--- src/sv/hdlc_pkg.sv ---
// ----------------------------------------------------------------------------
// hdlc_pkg
// Shared constants and control types for the HDLC frame transmitter.
// ----------------------------------------------------------------------------
package hdlc_pkg;

  localparam logic [7:0]  FLAG_BYTE = 8'h7E;
  localparam logic [15:0] CRC_INIT  = 16'hFFFF;
  localparam logic [15:0] CRC_POLY  = 16'h8408;
  localparam logic [2:0]  STUFF_RUN = 3'd5;

  // per-cycle command to the shared line bit unit
  typedef struct packed {
    logic fire;      // one line bit goes out this cycle
    logic bit_val;   // source bit
    logic stuffed;   // bit goes through the ones counter
    logic ins;       // this is an inserted zero
    logic crc_en;    // fold the bit into the crc
    logic crc_init;  // restart the crc after this cycle
  } bit_ctrl_t;

  typedef struct packed {
    logic        line;          // line level for the bit now fired
    logic        stuff_follow;  // a zero must be inserted next
    logic [15:0] crc;           // crc including the bit now fired
  } bit_stat_t;

endpackage

--- src/sv/hdlc_bit_unit.sv ---
// ----------------------------------------------------------------------------
// hdlc_bit_unit
// Shared unit, one bit per cycle while ctrl fire is set: zero insertion count,
// crc-16 update and nrzi line level.
// ----------------------------------------------------------------------------
module hdlc_bit_unit (
  input  logic                clk,
  input  logic                rst_n,
  input  hdlc_pkg::bit_ctrl_t ctrl_i,
  output hdlc_pkg::bit_stat_t stat_o
);
  import hdlc_pkg::*;

  logic [15:0] crc_r, crc_nxt, crc_upd;
  logic [2:0]  ones_r, ones_nxt;
  logic        line_r, line_nxt;
  logic        bit_eff, fb;

  always_comb begin
    bit_eff  = ctrl_i.ins ? 1'b0 : ctrl_i.bit_val;
    ones_nxt = ones_r;
    line_nxt = line_r;
    if (ctrl_i.fire) begin
      if (ctrl_i.ins) begin
        ones_nxt = '0;
      end else if (ctrl_i.stuffed) begin
        ones_nxt = bit_eff ? ones_r + 3'd1 : 3'd0;
      end
      if (!bit_eff) begin
        line_nxt = ~line_r;
      end
    end
    // reflected crc, one bit lsb first
    fb      = crc_r[0] ^ bit_eff;
    crc_upd = {1'b0, crc_r[15:1]} ^ (fb ? CRC_POLY : 16'h0000);
    crc_nxt = (ctrl_i.fire && ctrl_i.crc_en) ? crc_upd : crc_r;
  end

  assign stat_o.line         = line_nxt;
  assign stat_o.stuff_follow = ctrl_i.fire && ctrl_i.stuffed && !ctrl_i.ins &&
                               (ones_nxt >= STUFF_RUN);
  assign stat_o.crc          = crc_nxt;

  always_ff @(posedge clk) begin
    if (!rst_n) begin
      crc_r  <= CRC_INIT;
      ones_r <= '0;
      line_r <= 1'b0;
    end else begin
      crc_r  <= ctrl_i.crc_init ? CRC_INIT : crc_nxt;
      ones_r <= ones_nxt;
      line_r <= line_nxt;
    end
  end

  // count never passes the run length
  a_ones_bound: assert property (@(posedge clk) disable iff (!rst_n)
    ones_r <= STUFF_RUN)
    else $error("ones count beyond run length");

  // an inserted zero only follows a full run of ones
  a_ins_after_run: assert property (@(posedge clk) disable iff (!rst_n)
    (ctrl_i.fire && ctrl_i.ins) |-> ones_r == STUFF_RUN)
    else $error("zero inserted without a run of ones");

  // a full run of ones is always answered by an insertion
  a_run_answered: assert property (@(posedge clk) disable iff (!rst_n)
    (ctrl_i.fire && ones_r == STUFF_RUN) |-> ctrl_i.ins)
    else $error("run of ones not followed by inserted zero");

endmodule

--- src/sv/hdlc_frame_transmitter_top.sv ---
// ----------------------------------------------------------------------------
// hdlc_frame_transmitter_top
// HDLC transmitter: flags, bit stuffing, crc-16 trailer and nrzi coding,
// one line bit per cycle through a shared bit unit when out_ is not stalled.
// ----------------------------------------------------------------------------
//  channel | dir | handshake          | payload
//  in_     | in  | in_tvalid/tready   | tdata: data_byte, tuser: op, first_byte;
//          |     |                    | tlast: last_byte
//  out_    | out | out_tvalid/tready  | tdata: line_bit, tlast: run_end
//
//  one line bit per cycle when out_ is not stalled. a first and last byte
//  goes out as opening flag, data byte, crc trailer and closing flag.
//  in_tready is high only while no word is being serialized.
//  reset clears crc to all ones, ones count, line level and the sequencer.
//  a stall on out_ holds the sequencer and the bit unit.
// ----------------------------------------------------------------------------
module hdlc_frame_transmitter_top (
  input  logic       clk,
  input  logic       rst_n,
  input  logic       in_tvalid,
  output logic       in_tready,
  input  logic [7:0] in_tdata,   // [7:0] data_byte
  input  logic [1:0] in_tuser,   // [0] op, [1] first_byte
  input  logic       in_tlast,   // last_byte
  output logic       out_tvalid,
  input  logic       out_tready,
  output logic [7:0] out_tdata,  // [0] line_bit, [7:1] zero
  output logic       out_tlast   // run_end
);
  import hdlc_pkg::*;

  typedef enum logic [2:0] {
    S_IDLE, S_FLAG, S_OPEN, S_DATA, S_CRC, S_CLOSE
  } state_t;

  state_t      state_r, state_nxt;
  logic [3:0]  cnt_r, cnt_nxt;
  logic [15:0] sreg_r, sreg_nxt;
  logic [7:0]  data_r, data_nxt;
  logic        last_r, last_nxt;
  logic        stuff_pend_r, stuff_pend_nxt;
  logic        out_valid_r, out_valid_nxt;
  logic        out_bit_r, out_bit_nxt;
  logic        out_last_r, out_last_nxt;

  logic        accept, fire, advance, seg_end, crc_init;
  bit_ctrl_t   ctrl;
  bit_stat_t   stat;

  assign in_tready = (state_r == S_IDLE);
  assign accept    = in_tvalid && in_tready;
  assign fire      = (state_r != S_IDLE) && (!out_valid_r || out_tready);
  assign seg_end   = (cnt_r == ((state_r == S_CRC) ? 4'd15 : 4'd7));
  assign advance   = fire && (stuff_pend_r || !stat.stuff_follow);

  assign ctrl.fire     = fire;
  assign ctrl.bit_val  = sreg_r[0];
  assign ctrl.ins      = stuff_pend_r;
  assign ctrl.stuffed  = (state_r == S_DATA) || (state_r == S_CRC) ||
                         ((state_r == S_OPEN) && (cnt_r == 4'd7));
  assign ctrl.crc_en   = (state_r == S_DATA) && !stuff_pend_r;
  assign ctrl.crc_init = crc_init;

  hdlc_bit_unit u_bit (
    .clk    (clk),
    .rst_n  (rst_n),
    .ctrl_i (ctrl),
    .stat_o (stat)
  );

  always_comb begin
    state_nxt      = state_r;
    cnt_nxt        = cnt_r;
    sreg_nxt       = sreg_r;
    data_nxt       = data_r;
    last_nxt       = last_r;
    stuff_pend_nxt = stuff_pend_r;
    out_valid_nxt  = out_valid_r;
    out_bit_nxt    = out_bit_r;
    out_last_nxt   = out_last_r;
    crc_init       = 1'b0;

    if (accept) begin
      data_nxt = in_tdata;
      last_nxt = in_tlast;
      cnt_nxt  = '0;
      if (in_tuser[0]) begin
        state_nxt = S_FLAG;
        sreg_nxt  = {8'h00, FLAG_BYTE};
      end else if (in_tuser[1]) begin
        state_nxt = S_OPEN;
        sreg_nxt  = {8'h00, FLAG_BYTE};
        crc_init  = 1'b1;
      end else begin
        state_nxt = S_DATA;
        sreg_nxt  = {8'h00, in_tdata};
      end
    end

    if (fire) begin
      stuff_pend_nxt = stat.stuff_follow;
      out_valid_nxt  = 1'b1;
      out_bit_nxt    = stat.line;
      out_last_nxt   = 1'b0;
      if (advance) begin
        if (!seg_end) begin
          sreg_nxt = {1'b0, sreg_r[15:1]};
          cnt_nxt  = cnt_r + 4'd1;
        end else begin
          cnt_nxt = '0;
          unique case (state_r)
            S_OPEN: begin
              state_nxt = S_DATA;
              sreg_nxt  = {8'h00, data_r};
            end
            S_DATA: begin
              if (last_r) begin
                state_nxt = S_CRC;
                sreg_nxt  = stat.crc ^ CRC_INIT;
                crc_init  = 1'b1;
              end else begin
                state_nxt    = S_IDLE;
                out_last_nxt = 1'b1;
              end
            end
            S_CRC: begin
              state_nxt = S_CLOSE;
              sreg_nxt  = {8'h00, FLAG_BYTE};
            end
            S_FLAG, S_CLOSE: begin
              state_nxt    = S_IDLE;
              out_last_nxt = 1'b1;
            end
            default: begin
              state_nxt = S_IDLE;
            end
          endcase
        end
      end
    end else if (out_tready) begin
      out_valid_nxt = 1'b0;
    end
  end

  always_ff @(posedge clk) begin
    if (!rst_n) begin
      state_r      <= S_IDLE;
      cnt_r        <= '0;
      stuff_pend_r <= 1'b0;
      out_valid_r  <= 1'b0;
      out_last_r   <= 1'b0;
    end else begin
      state_r      <= state_nxt;
      cnt_r        <= cnt_nxt;
      stuff_pend_r <= stuff_pend_nxt;
      out_valid_r  <= out_valid_nxt;
      out_last_r   <= out_last_nxt;
    end
    sreg_r    <= sreg_nxt;
    data_r    <= data_nxt;
    last_r    <= last_nxt;
    out_bit_r <= out_bit_nxt;
  end

  assign out_tvalid = out_valid_r;
  assign out_tdata  = {7'b0000000, out_bit_r};
  assign out_tlast  = out_last_r;

  // a pending zero insertion keeps the sequencer busy
  a_pend_busy: assert property (@(posedge clk) disable iff (!rst_n)
    stuff_pend_r |-> (state_r == S_DATA || state_r == S_CRC))
    else $error("stuffing pending outside a stuffed segment");

  // byte-long segments never count past seven
  a_cnt_byte: assert property (@(posedge clk) disable iff (!rst_n)
    (state_r != S_CRC) |-> !cnt_r[3])
    else $error("bit counter past byte length");

  // the word that ends an item is followed by an idle sequencer
  a_end_idle: assert property (@(posedge clk) disable iff (!rst_n)
    (fire && out_last_nxt) |=> (state_r == S_IDLE))
    else $error("item end without return to idle");

endmodule
--- config.mk ---
export PLATFORM = sky130hd
export DESIGN_NAME = hdlc_frame_transmitter_top
export DESIGN_NICKNAME = d
export VERILOG_FILES = /design/src/sv/hdlc_pkg.sv /design/src/sv/hdlc_bit_unit.sv /design/src/sv/hdlc_frame_transmitter_top.sv
export SDC_FILE = /design/constraint.sdc
export NUM_CORES = 1
export LEC_CHECK = 0
export ABC_AREA = 1
export BUFFER_PORTS_ARGS = -buffer_cell sky130_fd_sc_hd__buf_2
export CAP_MARGIN = 20
export CORE_MARGIN = 2
export CORE_UTILIZATION = 54
export CTS_BUF_LIST = sky130_fd_sc_hd__clkbuf_16
export DETAILED_ROUTE_END_ITERATION = 7
export GPL_ROUTABILITY_DRIVEN = 1
export PLACE_DENSITY = 0.73
export SYNTH_ARGS = -nofsm -noshare
export SYNTH_HDL_FRONTEND = slang
export SYNTH_SLANG_ARGS = --single-unit
--- constraint.sdc ---
create_clock -name clk -period 3.1 [get_ports clk]
set_input_delay 0 -clock clk [delete_from_list [all_inputs] [get_ports clk]]
set_output_delay 0 -clock clk [all_outputs]
set_load 0.01 [all_outputs]
==> results.toml <==
[drt]
drc = 0
wl_mm = 7.17
num_vias = 2796
post_drt_wl_per_cell_um = 13.8
via_per_inst = 5.37
firstDrtPassIters = 4
ant_nets = 0
drtIter0Drc = 145

[timing]
hold_violations = 0
slew_viol_final = 0
max_freq_mhz = 421
tightestPinTransition_ns = 0.601
fin_setup_tns_ns = 0
setup_viol = 0
period_share_pct = 76.7
period_needed_ns = 2.38
rsz0062_at_grt = "false"
finalWorstSetupSlack_ns = 0.724
slew_headroom_pct = 59.9
finClkSkew_ns = 0.00496

[setup_path]
crit_type = "register to register"
critPathLaunchType = "register"
reg2reg_from = "cnt_r[0]"
crit_path_max_fanout = 23
cp-end-kind = "register"
worstReg2RegEnd = "sreg_r[2]"
ff2ff_path_depth = 14
r2r_setup_slack_ns = 0.72
cp.required_ns = 3.28
arrival_ns = 2.56

[power_and_ir_drop]
internal-power_mw = 1.45
ir_worst_vdd_mv = 0.366
p_per_area_nw_per_um2 = 707
cellLeakagePower_nw = 1.52
clkPwrFrac_pct = 23.0
power.net_switching_uw = 947
p_seq_share_pct = 39.7
total_power_mw = 2.40
p_comb_share_pct = 37.3
switching_share_pct = 39.5

[finish]
most-common-layout-cells = "nand2_1 (109), dfxtp_1 (46), nand3_1 (45), inv_1 (38), nor2_1 (36)"
antenna_cells = 0
layout.nets = 466
area_growth_pct = 9.93
drive_above_1_share_pct = 15.8
mostFrequentLayoutCell = "nand2_1"
final_core_util_pct = 61.6
final_cells = 521

[placed_design]
place_congestion = 0.874
post-place-ws_ns = 0.759
io_buffers = 18
dp.cells = 504
hpwl_mm = 5.06

[die]
core_area_sq_um = 5510
die-width_um = 79.6
die_y_um = 79.6
ioPinCount = 26
rows = 27
initial_core_util_pct = 56.1
die_area_sq_um = 6340

[yosys]
synth_flop_cell = "dfxtp_1"
seq_area_frac_synth_pct = 39.5
synth_cell_types = 36
avgSynthCellArea_sq_um = 7.20
synth_edf_count = 10
syn_area_sq_um = 3090
yosysWarnings = 0
netlist_instances = 429
synthArstFlopShare_pct = 0
ys_seq_elements = 56

[clock_network]
cts_resized = 0
clk_path_buf_depth = 2
htree_levels = 2
cts_tree = "built"
cts.sinks = 56
numCtsBuffers = 5
insertion_delay_ns = 0.29
path_clk_slew_ns = 0.07
hold_buffers = 10
cts_root_buffer = "clkbuf_16"
postCtsSetupRepairBufs = 0

[global_routing]
grt_antenna_before_repair = 0
grt_max_degree = 28
track_usage_pct = 24.0
overflow = 0
grt_pass1_wl_mm = 11.9
grt_pass1_vias = 2583

[flow_run]
max-cap-violations = 0

[hold_path]
hold_end = "out_tvalid"
whs_path_depth = 4
hold_class = "primary input to register"
hold_start = "out_tready"

[status]
outcome = "finished, final reports clean"
power by group through the flow:
stage          Sequential, mW  Combinational [mW]  Clock (mW)
2_1_floorplan           0.951               0.766           0
3_3_place_gp            0.965               0.851           0
3_5_place_dp            0.969               0.878           0
4_1_cts                 0.953               0.892       0.557
5_1_grt                 0.965                1.00       0.577
6_report                0.954               0.895       0.551
worst max-delay path, cell delays in order (launching register included):
cell and delay, ns:
dfxtp_1 0.37, ha_1 0.20, nand2_1 0.11, nor2_1 0.24, nand2_4 0.09, nand2_4 0.09
nand2_1 0.08, nand2_1 0.08, nand3_1 0.09, nand2_1 0.11, nand3_4 0.18, nand2_4 0.30
inv_4 0.15, nand2_1 0.10, o21ai_2 0.05
sequential cells by signal, summed over array words and instances (netlist names):
name and cells:
u_bit.ones_r 3, u_bit.crc_r 16, sreg_r 16, state_r 3, data_r 8, last_r 1, stuff_pend_r 1, out_tlast 1
out_tvalid 1, u_bit.line_r 1, cnt_r 4, out_bit_r 1
metal layers:
layer  track usage, %  wire length [um]  up-vias
li1                 -                 -     1418
met1             29.1              3120     1297
met2             43.0              3560       71
met3             3.05               337       10
met4             9.14               148        0
met5                0                 0        -
worst max-delay path by stage:
stage,to,slack (ns),startpoint
4_1_cts,sreg_r[2],0.74,cnt_r[0]
3_3_place_gp,sreg_r[2],0.88,cnt_r[0]
2_1_floorplan,sreg_r[12],1.23,cnt_r[0]
3_5_place_dp,sreg_r[2],0.76,cnt_r[0]
5_1_grt,sreg_r[15],0.46,cnt_r[0]
6_report,sreg_r[2],0.72,cnt_r[0]
per-stage QoR:
step,hold WS (ns),cell area (sq um)
floorplan,0.0989,3110
global placement,0.178,3160
detailed placement,0.185,3160
CTS,0.0809,3390
global route,0.198,3390
finish,0.0826,3390
area by class of cell:
cell class              instances  area, sq um
flip-flops and latches         56         1220
repair buffers                 33          228
well taps                      72         90.1
fillers                       515         2110
multi-input cells             310         1550
clock inverters                 2         12.5
inverters                      43          164
clock buffers                   5          125
kinds of logic after synthesis:
family	synth area share, %
other	0.121
DFF	39.5
buffers and inverters	10.9
xor gates and xnor gates	0.851
and+or+nand+nor	34.0
AOI/OAI and AO/OA	13.8
adders and majority gates	0.810
cell usage after synthesis (all sizes together) (2+ instances only):
master | count | area [sq um]
clkbuf | 5 | 18.8
nand3b | 3 | 22.5
buf | 21 | 153
inv | 42 | 160
o21ai | 41 | 224
o22ai | 7 | 43.8
nand2 | 121 | 504
edfxtp | 10 | 300
dfxtp | 46 | 921
a31oi | 6 | 37.5
or2 | 6 | 37.5
nor3 | 3 | 26.3
xor2 | 3 | 26.3
a21oi | 19 | 114
nor2 | 42 | 183
ha | 2 | 25.0
nand3 | 46 | 243
nand4 | 3 | 33.8
Power figures use the tool's default switching activity.
